[src/design/etc2_pkg.sv]
// Shared types, constants and helper functions for the ETC2/EAC block decoder.
package etc2_pkg;

  localparam int QueueDepth = 2;
  localparam int QueuePtrW  = 1;

  typedef enum logic [2:0] {
    MODE_INDIV  = 3'd0,
    MODE_DIFF   = 3'd1,
    MODE_T      = 3'd2,
    MODE_H      = 3'd3,
    MODE_PLANAR = 3'd4
  } color_mode_t;

  // One classified block, as handed from front to back
  typedef struct packed {
    color_mode_t mode;
    logic [63:0] color_block;
    logic [63:0] alpha_block;
    logic        with_alpha;
    logic [7:0]  base0_r, base0_g, base0_b;
    logic [7:0]  base1_r, base1_g, base1_b;
    logic [6:0]  distance;
  } block_job_t;

  function automatic logic signed [3:0] delta3(input logic [2:0] c);
    return {c[2], c};
  endfunction

  function automatic logic [7:0] ex4(input logic [3:0] v);
    return {v, v};
  endfunction

  function automatic logic [7:0] ex5(input logic [4:0] v);
    return {v, v[4:2]};
  endfunction

  function automatic logic [7:0] ex6(input logic [5:0] v);
    return {v, v[5:4]};
  endfunction

  function automatic logic [7:0] ex7(input logic [6:0] v);
    return {v, v[6]};
  endfunction

  function automatic logic [6:0] dist_tab(input logic [2:0] i);
    logic [6:0] d;
    case (i)
      3'd0: d = 7'd3;
      3'd1: d = 7'd6;
      3'd2: d = 7'd11;
      3'd3: d = 7'd16;
      3'd4: d = 7'd23;
      3'd5: d = 7'd32;
      3'd6: d = 7'd41;
      default: d = 7'd64;
    endcase
    return d;
  endfunction

  // Magnitudes of the ETC1 modifier table; index bit 1 gives the sign
  function automatic logic [7:0] etc_mag(input logic [2:0] t, input logic lg);
    logic [7:0] m;
    case ({t, lg})
      4'd0:  m = 8'd2;   4'd1:  m = 8'd8;
      4'd2:  m = 8'd5;   4'd3:  m = 8'd17;
      4'd4:  m = 8'd9;   4'd5:  m = 8'd29;
      4'd6:  m = 8'd13;  4'd7:  m = 8'd42;
      4'd8:  m = 8'd18;  4'd9:  m = 8'd60;
      4'd10: m = 8'd24;  4'd11: m = 8'd80;
      4'd12: m = 8'd33;  4'd13: m = 8'd106;
      4'd14: m = 8'd47;  default: m = 8'd183;
    endcase
    return m;
  endfunction

  // Full EAC table as individual signed entries
  function automatic logic signed [4:0] eac_tab(input logic [3:0] t, input logic [2:0] i);
    logic signed [4:0] v;
    logic [6:0] k;
    k = {t, i};
    case (k)
      7'd0: v=-3; 7'd1: v=-6; 7'd2: v=-9; 7'd3: v=-15; 7'd4: v=2; 7'd5: v=5; 7'd6: v=8;
      7'd7: v=14;
      7'd8: v=-3; 7'd9: v=-7; 7'd10: v=-10; 7'd11: v=-13; 7'd12: v=2; 7'd13: v=6;
      7'd14: v=9; 7'd15: v=12;
      7'd16: v=-2; 7'd17: v=-5; 7'd18: v=-8; 7'd19: v=-13; 7'd20: v=1; 7'd21: v=4;
      7'd22: v=7; 7'd23: v=12;
      7'd24: v=-2; 7'd25: v=-4; 7'd26: v=-6; 7'd27: v=-13; 7'd28: v=1; 7'd29: v=3;
      7'd30: v=5; 7'd31: v=12;
      7'd32: v=-3; 7'd33: v=-6; 7'd34: v=-8; 7'd35: v=-12; 7'd36: v=2; 7'd37: v=5;
      7'd38: v=7; 7'd39: v=11;
      7'd40: v=-3; 7'd41: v=-7; 7'd42: v=-9; 7'd43: v=-11; 7'd44: v=2; 7'd45: v=6;
      7'd46: v=8; 7'd47: v=10;
      7'd48: v=-4; 7'd49: v=-7; 7'd50: v=-8; 7'd51: v=-11; 7'd52: v=3; 7'd53: v=6;
      7'd54: v=7; 7'd55: v=10;
      7'd56: v=-3; 7'd57: v=-5; 7'd58: v=-8; 7'd59: v=-11; 7'd60: v=2; 7'd61: v=4;
      7'd62: v=7; 7'd63: v=10;
      7'd64: v=-2; 7'd65: v=-6; 7'd66: v=-8; 7'd67: v=-10; 7'd68: v=1; 7'd69: v=5;
      7'd70: v=7; 7'd71: v=9;
      7'd72: v=-2; 7'd73: v=-5; 7'd74: v=-8; 7'd75: v=-10; 7'd76: v=1; 7'd77: v=4;
      7'd78: v=7; 7'd79: v=9;
      7'd80: v=-2; 7'd81: v=-4; 7'd82: v=-8; 7'd83: v=-10; 7'd84: v=1; 7'd85: v=3;
      7'd86: v=7; 7'd87: v=9;
      7'd88: v=-2; 7'd89: v=-5; 7'd90: v=-7; 7'd91: v=-10; 7'd92: v=1; 7'd93: v=4;
      7'd94: v=6; 7'd95: v=9;
      7'd96: v=-3; 7'd97: v=-4; 7'd98: v=-7; 7'd99: v=-10; 7'd100: v=2; 7'd101: v=3;
      7'd102: v=6; 7'd103: v=9;
      7'd104: v=-1; 7'd105: v=-2; 7'd106: v=-3; 7'd107: v=-10; 7'd108: v=0; 7'd109: v=1;
      7'd110: v=2; 7'd111: v=9;
      7'd112: v=-4; 7'd113: v=-6; 7'd114: v=-8; 7'd115: v=-9; 7'd116: v=3; 7'd117: v=5;
      7'd118: v=7; 7'd119: v=8;
      7'd120: v=-3; 7'd121: v=-5; 7'd122: v=-7; 7'd123: v=-9; 7'd124: v=2; 7'd125: v=4;
      7'd126: v=6; default: v=8;
    endcase
    return v;
  endfunction

  // Clamp a signed 11-bit value to 0..255
  function automatic logic [7:0] clamp8(input logic signed [10:0] v);
    logic [7:0] r;
    if (v < 0) r = 8'd0;
    else if (v > 11'sd255) r = 8'd255;
    else r = v[7:0];
    return r;
  endfunction

endpackage

[src/design/etc2_front.sv]
// Front end: accept a block pair, classify the colour mode, expand the base colours.
module etc2_front import etc2_pkg::*; (
  input  logic        clk,
  input  logic        rst,
  input  logic        in_valid,
  output logic        in_ready,
  input  logic [63:0] color_block,
  input  logic [63:0] alpha_block,
  input  logic        with_alpha,
  output logic        job_valid,
  input  logic        job_ready,
  output block_job_t  job
);

  logic signed [6:0] rs, gs, bs;
  logic rs_ov, gs_ov, bs_ov;
  block_job_t j;
  logic [23:0] v1, v2;
  logic [63:0] c;

  assign c = color_block;

  // Register slice: take a word whenever the slot is free or draining
  assign in_ready = !job_valid || job_ready;

  always_comb begin
    rs = 7'(signed'({2'b00, c[63:59]})) + 7'(delta3(c[58:56]));
    gs = 7'(signed'({2'b00, c[55:51]})) + 7'(delta3(c[50:48]));
    bs = 7'(signed'({2'b00, c[47:43]})) + 7'(delta3(c[42:40]));
    rs_ov = rs < 0 || rs > 7'sd31;
    gs_ov = gs < 0 || gs > 7'sd31;
    bs_ov = bs < 0 || bs > 7'sd31;
    j = '0;
    j.color_block = c;
    j.alpha_block = alpha_block;
    j.with_alpha  = with_alpha;
    v1 = '0;
    v2 = '0;
    if (!c[33]) begin
      j.mode = MODE_INDIV;
      j.base0_r = ex4(c[63:60]); j.base1_r = ex4(c[59:56]);
      j.base0_g = ex4(c[55:52]); j.base1_g = ex4(c[51:48]);
      j.base0_b = ex4(c[47:44]); j.base1_b = ex4(c[43:40]);
    end else if (rs_ov) begin
      j.mode = MODE_T;
      j.base0_r = ex4({c[60:59], c[57:56]});
      j.base0_g = ex4(c[55:52]);
      j.base0_b = ex4(c[51:48]);
      j.base1_r = ex4(c[47:44]);
      j.base1_g = ex4(c[43:40]);
      j.base1_b = ex4(c[39:36]);
      j.distance = dist_tab({c[35:34], c[32]});
    end else if (gs_ov) begin
      j.mode = MODE_H;
      j.base0_r = ex4(c[62:59]);
      j.base0_g = ex4({c[58:56], c[52]});
      j.base0_b = ex4({c[51], c[49:48], c[47]});
      j.base1_r = ex4(c[46:43]);
      j.base1_g = ex4(c[42:39]);
      j.base1_b = ex4(c[38:35]);
      v1 = {j.base0_r, j.base0_g, j.base0_b};
      v2 = {j.base1_r, j.base1_g, j.base1_b};
      j.distance = dist_tab({c[34], c[32], v1 >= v2});
    end else if (bs_ov) begin
      j.mode = MODE_PLANAR;
    end else begin
      j.mode = MODE_DIFF;
      j.base0_r = ex5(c[63:59]); j.base1_r = ex5(rs[4:0]);
      j.base0_g = ex5(c[55:51]); j.base1_g = ex5(gs[4:0]);
      j.base0_b = ex5(c[47:43]); j.base1_b = ex5(bs[4:0]);
    end
  end

  // Hold the classified job until the queue takes it
  always_ff @(posedge clk) begin
    if (rst) begin
      job_valid <= 1'b0;
    end else if (in_ready) begin
      job_valid <= in_valid;
    end
    if (in_ready && in_valid) begin
      job <= j;
    end
  end

endmodule

[src/design/etc2_queue.sv]
// Two-entry job queue between the front and back ends.
module etc2_queue import etc2_pkg::*; (
  input  logic       clk,
  input  logic       rst,
  input  logic       wr_valid,
  output logic       wr_ready,
  input  block_job_t wr_job,
  output logic       rd_valid,
  input  logic       rd_ready,
  output block_job_t rd_job
);

  block_job_t mem [QueueDepth];
  logic [QueuePtrW-1:0] wp, rp;
  logic [QueuePtrW:0]   cnt;
  logic wr, rd;

  assign wr_ready = cnt != (QueuePtrW+1)'(QueueDepth);
  assign rd_valid = cnt != '0;
  assign rd_job   = mem[rp];
  assign wr = wr_valid && wr_ready;
  assign rd = rd_valid && rd_ready;

  // Advance the pointers and the fill count
  always_ff @(posedge clk) begin
    if (rst) begin
      wp  <= '0;
      rp  <= '0;
      cnt <= '0;
    end else begin
      if (wr) wp <= wp + 1'b1;
      if (rd) rp <= rp + 1'b1;
      cnt <= cnt + (QueuePtrW+1)'(wr) - (QueuePtrW+1)'(rd);
    end
    if (wr) mem[wp] <= wr_job;
  end

  property p_no_overflow;
    @(posedge clk) disable iff (rst) cnt <= (QueuePtrW+1)'(QueueDepth);
  endproperty
  a_no_overflow: assert property (p_no_overflow) else $error("queue overfilled");

  property p_count_up;
    @(posedge clk) disable iff (rst) (wr && !rd) |=> cnt == $past(cnt) + 1'b1;
  endproperty
  a_count_up: assert property (p_count_up) else $error("queue count lost a write");

  property p_count_down;
    @(posedge clk) disable iff (rst) (rd && !wr) |=> cnt == $past(cnt) - 1'b1;
  endproperty
  a_count_down: assert property (p_count_down) else $error("queue count lost a read");

endmodule

[src/design/etc2_back.sv]
// Back end: walk the sixteen texels of a job and register each decoded texel.
module etc2_back import etc2_pkg::*; (
  input  logic        clk,
  input  logic        rst,
  input  logic        job_valid,
  output logic        job_ready,
  input  block_job_t  job,
  output logic        out_valid,
  input  logic        out_ready,
  output logic [1:0]  pixel_x,
  output logic [1:0]  pixel_y,
  output logic [7:0]  red,
  output logic [7:0]  green,
  output logic [7:0]  blue,
  output logic [7:0]  alpha,
  output logic [2:0]  color_mode,
  output logic        last
);

  logic [3:0] idx;
  logic       adv;
  logic [1:0] x, y;
  logic [63:0] c, a;
  logic [1:0] pi;
  logic       sub;
  logic [7:0] mag;
  logic signed [10:0] m;
  logic [7:0] r_n, g_n, b_n, a_n;
  logic [5:0] sh;
  logic signed [4:0] am;
  logic signed [10:0] av;

  function automatic logic [7:0] plane(input logic [7:0] o, input logic [7:0] h,
                                       input logic [7:0] v, input logic [1:0] px,
                                       input logic [1:0] py);
    logic signed [12:0] s;
    s = 13'(signed'({1'b0, px})) * (13'(h) - 13'(o))
      + 13'(signed'({1'b0, py})) * (13'(v) - 13'(o))
      + 13'(o) * 13'sd4 + 13'sd2;
    return clamp8(11'(s >>> 2));
  endfunction

  function automatic logic [7:0] tri_sel(input logic [1:0] p, input logic [7:0] b0,
                                         input logic [7:0] b1, input logic [6:0] d,
                                         input logic is_t);
    logic signed [10:0] s0, s1;
    s0 = 11'(b0); s1 = 11'(b1);
    if (is_t) begin
      case (p)
        2'd0: return b0;
        2'd1: return clamp8(s1 + 11'(d));
        2'd2: return b1;
        default: return clamp8(s1 - 11'(d));
      endcase
    end
    case (p)
      2'd0: return clamp8(s0 + 11'(d));
      2'd1: return clamp8(s0 - 11'(d));
      2'd2: return clamp8(s1 + 11'(d));
      default: return clamp8(s1 - 11'(d));
    endcase
  endfunction

  assign c = job.color_block;
  assign a = job.alpha_block;
  assign x = idx[3:2];
  assign y = idx[1:0];
  assign adv = job_valid && (!out_valid || out_ready);
  assign job_ready = adv && idx == 4'd15;

  always_comb begin
    pi  = {c[16 + 32'(idx)], c[32'(idx)]};
    sub = c[32] ? y[1] : x[1];
    mag = etc_mag(sub ? c[36:34] : c[39:37], pi[0]);
    m   = pi[1] ? -11'(mag) : 11'(mag);
    r_n = '0; g_n = '0; b_n = '0;
    case (job.mode)
      MODE_INDIV, MODE_DIFF: begin
        r_n = clamp8(11'(sub ? job.base1_r : job.base0_r) + m);
        g_n = clamp8(11'(sub ? job.base1_g : job.base0_g) + m);
        b_n = clamp8(11'(sub ? job.base1_b : job.base0_b) + m);
      end
      MODE_PLANAR: begin
        r_n = plane(ex6(c[62:57]), ex6({c[38:34], c[32]}), ex6(c[18:13]), x, y);
        g_n = plane(ex7({c[56], c[54:49]}), ex7(c[31:25]), ex7(c[12:6]), x, y);
        b_n = plane(ex6({c[48], c[44:43], c[41:39]}), ex6(c[24:19]), ex6(c[5:0]), x, y);
      end
      default: begin
        r_n = tri_sel(pi, job.base0_r, job.base1_r, job.distance, job.mode == MODE_T);
        g_n = tri_sel(pi, job.base0_g, job.base1_g, job.distance, job.mode == MODE_T);
        b_n = tri_sel(pi, job.base0_b, job.base1_b, job.distance, job.mode == MODE_T);
      end
    endcase
    sh = 6'(6'd45 - 6'd3 * 6'(idx));
    am = eac_tab(a[51:48], a[sh +: 3]);
    av = 11'(a[63:56]) + 11'(am) * 11'(a[55:52]);
    a_n = job.with_alpha ? clamp8(av) : 8'd255;
  end

  // Advance one texel per accepted output slot and register it
  always_ff @(posedge clk) begin
    if (rst) begin
      idx       <= '0;
      out_valid <= 1'b0;
    end else begin
      if (adv) idx <= idx + 1'b1;
      if (adv) out_valid <= 1'b1;
      else if (out_ready) out_valid <= 1'b0;
    end
    if (adv) begin
      pixel_x    <= x;
      pixel_y    <= y;
      red        <= r_n;
      green      <= g_n;
      blue       <= b_n;
      alpha      <= a_n;
      color_mode <= job.mode;
      last       <= idx == 4'd15;
    end
  end

  property p_stall_holds;
    @(posedge clk) disable iff (rst) (out_valid && !out_ready) |=> $stable(idx);
  endproperty
  a_stall_holds: assert property (p_stall_holds) else $error("texel counter moved in stall");

  property p_last_pos;
    @(posedge clk) disable iff (rst) (out_valid && last) |-> (pixel_x == 2'd3 && pixel_y == 2'd3);
  endproperty
  a_last_pos: assert property (p_last_pos) else $error("last flag on wrong texel");

  property p_mode_legal;
    @(posedge clk) disable iff (rst) out_valid |-> color_mode <= 3'd4;
  endproperty
  a_mode_legal: assert property (p_mode_legal) else $error("bad colour mode");

endmodule

[src/design/etc2_eac_block_decoder.sv]
// Top level of the ETC2 RGB8 / RGBA8 (EAC alpha) 4x4 block decoder.
// Usage:
//  s_axis carries one word per block: colour block and alpha block.
//  m_axis gives sixteen texel words per block, column-major (x outer, y inner),
//  tlast on the sixteenth texel.
//  cfg_valid/cfg_ready writes with_alpha (bit 0); write it only while idle.
//  The first texel passes the front register, a queue entry and the output
//  register, in that order, after the block word is taken.
//  Throughput: one texel per cycle while a job is queued and tready is high,
//  set by the back end's texel counter that feeds the single output register.
//  The front end and the two-entry queue take further blocks while the back
//  end is still emitting texels.
//  Reset clears the queue, the texel counter, valid flags and with_alpha.
//  When the receiver holds tready low the current texel is held and the
//  counter stops; the queue then fills and s_axis_tready drops.
module etc2_eac_block_decoder import etc2_pkg::*; (
  input  logic         clk,
  input  logic         rst,
  input  logic         cfg_valid,
  output logic         cfg_ready,
  input  logic         cfg_data,
  input  logic         s_axis_tvalid,
  output logic         s_axis_tready,
  input  logic [127:0] s_axis_tdata,   // color_block[63:0], alpha_block[127:64]
  output logic         m_axis_tvalid,
  input  logic         m_axis_tready,
  output logic [39:0]  m_axis_tdata,   // pixel_x, pixel_y, red, green, blue, alpha
  output logic [2:0]   m_axis_tuser,   // color_mode
  output logic         m_axis_tlast
);

  logic       with_alpha;
  logic       fj_valid, fj_ready, bj_valid, bj_ready;
  block_job_t fjob, bjob;
  logic [1:0] px, py;
  logic [7:0] r, g, b, al;

  assign cfg_ready = 1'b1;

  // Hold the configuration register
  always_ff @(posedge clk) begin
    if (rst) with_alpha <= 1'b0;
    else if (cfg_valid) with_alpha <= cfg_data;
  end

  etc2_front u_front (
    .clk, .rst,
    .in_valid(s_axis_tvalid), .in_ready(s_axis_tready),
    .color_block(s_axis_tdata[63:0]), .alpha_block(s_axis_tdata[127:64]),
    .with_alpha,
    .job_valid(fj_valid), .job_ready(fj_ready), .job(fjob)
  );

  etc2_queue u_queue (
    .clk, .rst,
    .wr_valid(fj_valid), .wr_ready(fj_ready), .wr_job(fjob),
    .rd_valid(bj_valid), .rd_ready(bj_ready), .rd_job(bjob)
  );

  etc2_back u_back (
    .clk, .rst,
    .job_valid(bj_valid), .job_ready(bj_ready), .job(bjob),
    .out_valid(m_axis_tvalid), .out_ready(m_axis_tready),
    .pixel_x(px), .pixel_y(py), .red(r), .green(g), .blue(b), .alpha(al),
    .color_mode(m_axis_tuser), .last(m_axis_tlast)
  );

  assign m_axis_tdata = {al, b, g, r, py, px, 4'b0000} >> 4;

endmodule

[config.mk]
export PLATFORM = sky130hd
export DESIGN_NAME = etc2_eac_block_decoder
export DESIGN_NICKNAME = d
export VERILOG_FILES = /design/src/design/etc2_pkg.sv /design/src/design/etc2_front.sv /design/src/design/etc2_queue.sv /design/src/design/etc2_back.sv /design/src/design/etc2_eac_block_decoder.sv
export SDC_FILE = /design/constraint.sdc
export NUM_CORES = 1
export LEC_CHECK = 0
export BUFFER_PORTS_ARGS = -buffer_cell sky130_fd_sc_hd__buf_2
export CAP_MARGIN = 15
export CELL_PAD_IN_SITES_DETAIL_PLACEMENT = 1
export CELL_PAD_IN_SITES_GLOBAL_PLACEMENT = 1
export CORE_ASPECT_RATIO = 0.5
export CORE_MARGIN = 4
export CORE_UTILIZATION = 47
export DETAILED_ROUTE_END_ITERATION = 7
export HOLD_SLACK_MARGIN = 0.06
export MAX_ROUTING_LAYER = met4
export PLACE_DENSITY = 0.84
export SLEW_MARGIN = 40
export SYNTH_ARGS = -nofsm -noshare
export SYNTH_HDL_FRONTEND = slang
export SYNTH_HIERARCHICAL = 1
export SYNTH_SLANG_ARGS = --single-unit
[constraint.sdc]
create_clock -name clk -period 8 [get_ports clk]
set_input_delay 1.6 -clock clk [delete_from_list [all_inputs] [get_ports clk]]
set_output_delay 1.6 -clock clk [all_outputs]
set_load 0.01 [all_outputs]
Yosys cells after proc, flatten, opt, wreduce, memory -nomap -nowiden. Memory sizes are Yosys's and may differ from the RTL's. A register that Yosys moved wholly into a read port is not among the register bits. Cells that the tools add are included.

$lt $le $gt $ge: 47. Shifts and indexed selects: 1. Add/sub/neg operators: 42. Bitwise logic cells: 1. Equal/unequal tests: 19. Multiply operators: 8. Reduce and logical (&&, ||, !) cells: 22. Muxes and demuxes: 81.

Operators with widths (count): $mux W8 (47); $mux W48 (3); $pmux W8 S3 (6); $gt A11 B9 Y1 const B (13); $lt A11 B1 Y1 const B (13); $pmux W7 S7 (2); $mul A2 B13 Y13 (6); $shiftx A64 B7 Y3 (1); $mux W55 (1); $add A8 B7 Y9 (6); $gt A9 B9 Y1 const B (6); $lt A9 B1 Y1 const B (6); $sub A8 B7 Y9 (6); $sub A8 B8 Y9 (6); $pmux W8 S2 (3); $add A8 B11 Y11 (4); $add A13 B10 Y13 (3); $add A13 B13 Y13 (3); $add A13 B2 Y13 const B (3); $lt A32 B7 Y1 const B (1); $ge A24 B24 Y1 (1); $add A6 B3 Y7 (3); $eq A3 B3 Y1 const B (7); $gt A7 B6 Y1 const B (3); 33 further kinds (68).

Register bits after elaboration: 238. Memories: 3. Input bits: 134. Memory bits (read-only): 768. Output and inout bits: 47. Bits in writable memories: 374. Logic and storage cells: 252.

Memories: (name not given) (depth 128, width 5, rd ports 1, clocked after Yosys merged registers in 0, write ports 0, line etc2_pkg.sv:82) `case (k)`; u_queue.mem (depth 2, width 187, rd ports 1, clocked after Yosys merged registers in 1, write ports 1, line etc2_queue.sv:13) `block_job_t mem [QueueDepth];`; (name not given) (depth 16, width 8, rd ports 1, clocked after Yosys merged registers in 0, write ports 0, line etc2_pkg.sv:64) `case ({t, lg})`.

Longest topological paths before layout. An unclocked memory read counts as a cell.

Word-level depth: 10. Gate-level depth with buffers: 39. Gate-level depth less buffers: 34.

Cells and area by module. Netlist, hierarchy kept.

By module, submodules not included: etc2_back (area an instance 17809.6 um^2, times used 1, seq. area each 1301.2 um^2, cells each 2141); etc2_queue (area an instance 14286.2 um^2, times used 1, seq. area each 11330.9 um^2, cells each 611); etc2_front (area an instance 7796.2 um^2, times used 1, seq. area each 5635.4 um^2, cells each 519); etc2_eac_block_decoder (area an instance 78.8 um^2, times used 1, seq. area each 20.0 um^2, cells each 10).

Least setup slack after synthesis. No wires, ideal clock.

Kind: register -> register. Start point: register u_back.idx[1]. End point: register u_back.alpha[3] (data pin). Path slack: -0.722 ns. Path buffers: 5. Setup time: 0.147 ns. Stages on the path, launching flop included: 36. Arrival time: 8.576 ns. Period minus slack after synthesis: 8.722 ns. Required time: 7.853 ns. Cell sequence: dfxtp_1 -> ha_1 -> buf_4 -> buf_4 -> buf_2 -> inv_1 -> fa_1 -> buf_2 -> buf_4 -> mux4_2 -> mux4_2 -> o2111a_1 -> nor2_1 -> inv_2 -> ha_1 -> or4_1 -> o211ai_1 -> a311o_1 -> o221ai_2 -> and2_1 -> ha_1 -> inv_1 -> fa_1 -> fa_1 -> inv_1 -> ha_1 -> nor2b_1 -> o21ai_0 -> a21boi_0 -> o21ai_0 -> nand2b_1 -> a21o_1 -> a21o_1 -> xor2_1 -> o21ai_1 -> o21bai_1.

Cells in the longest elaborated chain, start to end: 9. Elaborated cells on any way between the ends: 10. Classes of those cells: add/sub (2); mul (2); order compare (2); shift (1); mux (2); memory (1).

Ends and longest elaborated chain: from (decl) (line etc2_back.sv:20) `logic [3:0] idx;`; from (signal assigned) (line etc2_back.sv:106) `if (adv) idx <= idx + 1'b1;`; $mul A2 B4 Y6 * (line etc2_back.sv:94) `sh = 6'(6'd45 - 6'd3 * 6'(idx));`; $sub A6 B6 Y6 * (line etc2_back.sv:94); $shiftx A64 B7 Y3 * (line etc2_back.sv:95) `am = eac_tab(a[51:48], a[sh +: 3]);`; $mem_v2 Z128 W5 *; $mul A5 B5 Y10 * (line etc2_back.sv:96) `av = 11'(a[63:56]) + 11'(am) * 11'(a[55:52]);`; $add A8 B11 Y11 * (line etc2_back.sv:96); $gt A11 B9 Y1 (line etc2_pkg.sv:123) `else if (v > 11'sd255) r = 8'd255;`; $mux W8 (line etc2_pkg.sv:123); $mux W8 * (line etc2_pkg.sv:122) `if (v < 0) r = 8'd0;`; to (signal assigned) (line etc2_back.sv:116) `alpha <= a_n;`; to (decl) (line etc2_back.sv:15) `output logic [7:0] alpha,`.

Mark *: on every way between the ends. The rest lies on a longest branch, timed or not. A chain may end at the register's enable or synchronous reset.

Final worst setup path.
Start point: register u_back.idx[1]. End point: register u_back.alpha[6] (data pin).

The elaborated chain is that of the path after synthesis.

==> results.md <==
* Status: complete, no violations
* FP Rows at between 70 and 80
* Clock latency on the worst-skew pair at 0.66 ns
* Worst-case reg-to-reg path depth at 35
* Core area at about 0.082 mm^2
* Slew @ Worst Pin at 0.8579 ns
* Global-route wire length before repair at 182.8 mm
* Max-slew violations at 0
* Slew margin rel. at 42.81%
* Pwr Total at 8795 uW
* Worst Setup SP: u_back/idx[1]
* Post-Syn Area at 0.03924 mm^2
* Routed WL at 120.8 mm
* Hold Crit Class: reg -> reg
* Die area at between 0.08 and 0.09 mm^2
* Reg-to-Reg End: u_back/alpha[6]
* Detail Placement HPWL at slightly below 90 mm
* Syn avg cell area at ~12 um^2
* WS Path Type: reg -> reg
* Post-layout util at 53.60%
* Congestion Overflow GR at 0
* CTS sink cnt at ~590
* Largest net degree at the start of global routing at 90
* Hold-fix buffers at CTS at 0
* Placed cell count at 4502
* Final std cells w/o fill at around 4600
* Share of layout cells above drive strength 1 at a little over a fifth
* Iter 0 DRT Violations at 2728
* H-tree levels at 2
* Layout area overhead at 12.29%
* Hold_ws at approximately 0.44 ns
* Antenna violations before repair at 6
* Tot GR Track Use at 27.82%
* Clk pin slew, worst setup/hold paths at ~0.070 ns
* Die H at 212.3 um
* Fin area at approximately 0.044 mm^2
* PortBufs at 175
* RePlAce Congestion at 0.9666
* VDD IR-drop max at roughly 180 uV
* Cells after Synth at roughly 3300
* CP required at 8.39 ns
* DRC at 0
* CP max stage cell: fa_2
* Root buf cell: clkbuf_16
* Wirelength per Cell at 26.11 um
* Hold Fails Final Rpt at 0
* Vias per std cell at 6.059
* Ports at 181
* First-pass iteration count of the detailed router at 6
* Unrepaired setup endpoints after global routing: yes
* CP dominant cell by count: ha_4
* Min Tclk post-route at 7.779 ns
* Nets@finish at 4000
* Max Fclk at 128.6 MHz
* Vias in the first global route at 30000
* WP data arrival at 8.17 ns
* Die Wd at approximately 420 um
* DRT antenna net count at 0
* Max stage delay on crit path at 0.62 ns
* Clock Path Buffers at 3
* Initial core utilization at 47.73%
* # setup viols final at 0
* Via count at 28050
* CTS tree: yes
* Critical-path maximum fanout at 8
* Final Cycle Share at 97.23%
* TritonCTS Buffers at 55
* Worst setup SP type: flip-flop
* Worst Setup End Kind: flip-flop
* Post-DP Area at 0.04170 mm^2
* Worst r2r src: u_back/idx[1]
* Setup slack, reg-to-reg at between 0.2 and 0.25 ns
* P per Cell Area at 199.6 mW/mm^2
* Worst setup path endpoint: u_back/alpha[6]
* Synthesis Warnings at 6
* Clock skew at 0.03067 ns
* Max Cap Violations at 0
* Leak pwr at around 0.018 uW
==> cell usage in the layout, fill, tap and decap left out, types with 83 or more instances in the layout <==
cell type	n
a21o_1	83
a21oi_1	176
buf_2	175
buf_4	116
edfxtp_1	580
fa_1	120
ha_1	255
inv_1	293
mux2_2	84
mux2_4	126
nand2_1	163
nor2_1	126
o21ai_0	158
==> flip-flops by register name, summed over array words and instances, names as in the netlist, 2 cells and up, named ones only <==
| signal | flops |
|---|---|
| u_back/idx | 4 |
| u_queue/cnt | 2 |
| u_queue/mem | 360 |
| u_back/blue | 8 |
| u_front/job | 180 |
| u_back/pixel_y | 2 |
| u_back/red | 8 |
| u_back/green | 8 |
| u_back/color_mode | 3 |
| u_back/pixel_x | 2 |
| u_back/alpha | 8 |
==> through the flow <==
stage / setup TNS, ns / setup WS, ns
finish: 0 / 0.2214
global route: -1.057 / -0.1412
CTS: 0 / 0.01900
detailed placement: -0.2603 / -0.03843
global placement: 0 / 0.1989
floorplan: 0 / 0.01234
==> routing by layer <==
metal  track usage, %  part of all wire [%]  wire length (um)  vias up
met4            9.904                   3.7              4514        0
met1            34.40                    41             49430    14240
li1                 -                     -                 -    12460
met5                -                     0                 0        -
met3            3.376                   5.5              6641      288
met2            47.66                    50             60260     1058
==> how the worst min path moves through the flow <==
stage                startpoint                   to  cells past startpoint
3_5_place_dp   u_front/job[160]  u_queue/mem[0][160]                      0
4_1_cts         u_front/job[24]   u_queue/mem[0][24]                      0
6_report        u_front/job[24]   u_queue/mem[1][24]                      0
3_3_place_gp    u_front/job[43]   u_queue/mem[0][43]                      0
5_1_grt         u_front/job[24]   u_queue/mem[0][24]                      0
2_1_floorplan        with_alpha      u_front/job[55]                      0
==> cell type report <==
cell class | count | area (um^2)
fill | 8528 | 38150
multi-input combinational | 2218 | 20000
sequential | 592 | 17670
timing repair buffer | 301 | 1919
clock buffer | 60 | 1395
tap | 1102 | 1379
inverter | 310 | 1176
clock inverter | 43 | 524.3
antenna | 3 | 7.507
==> critical path, delay by kind of cell (launching register included) <==
family / cells / cell delay, ns
xor+xnor: 1 / 0.24
buf+inv: 7 / 0.58
simple gates: 6 / 1.15
mux: 3 / 1.00
fa+ha+maj: 8 / 2.58
compound gates: 10 / 1.55
flops: 1 / 0.37
==> report_power, final <==
group / switching [uW] / total, uW / leakage [uW] / internal [uW]
Combinational: 1320 / 2290 / 0.0111 / 970
Sequential: 72.3 / 3670 / 0.00554 / 3600
Clock: 1280 / 2830 / 0.000920 / 1550
Total: 2680 / 8790 / 0.0176 / 6120
==> timing repair <==
item | in CTS | in global routing
resized for setup | 4 | 50
pin swaps | 1 | 32
cloned | 0 | 1
buffers inserted | 4 | 16
setup endpoints to repair | 8 | 17
Note: power is estimated with default switching activity, not from simulation.
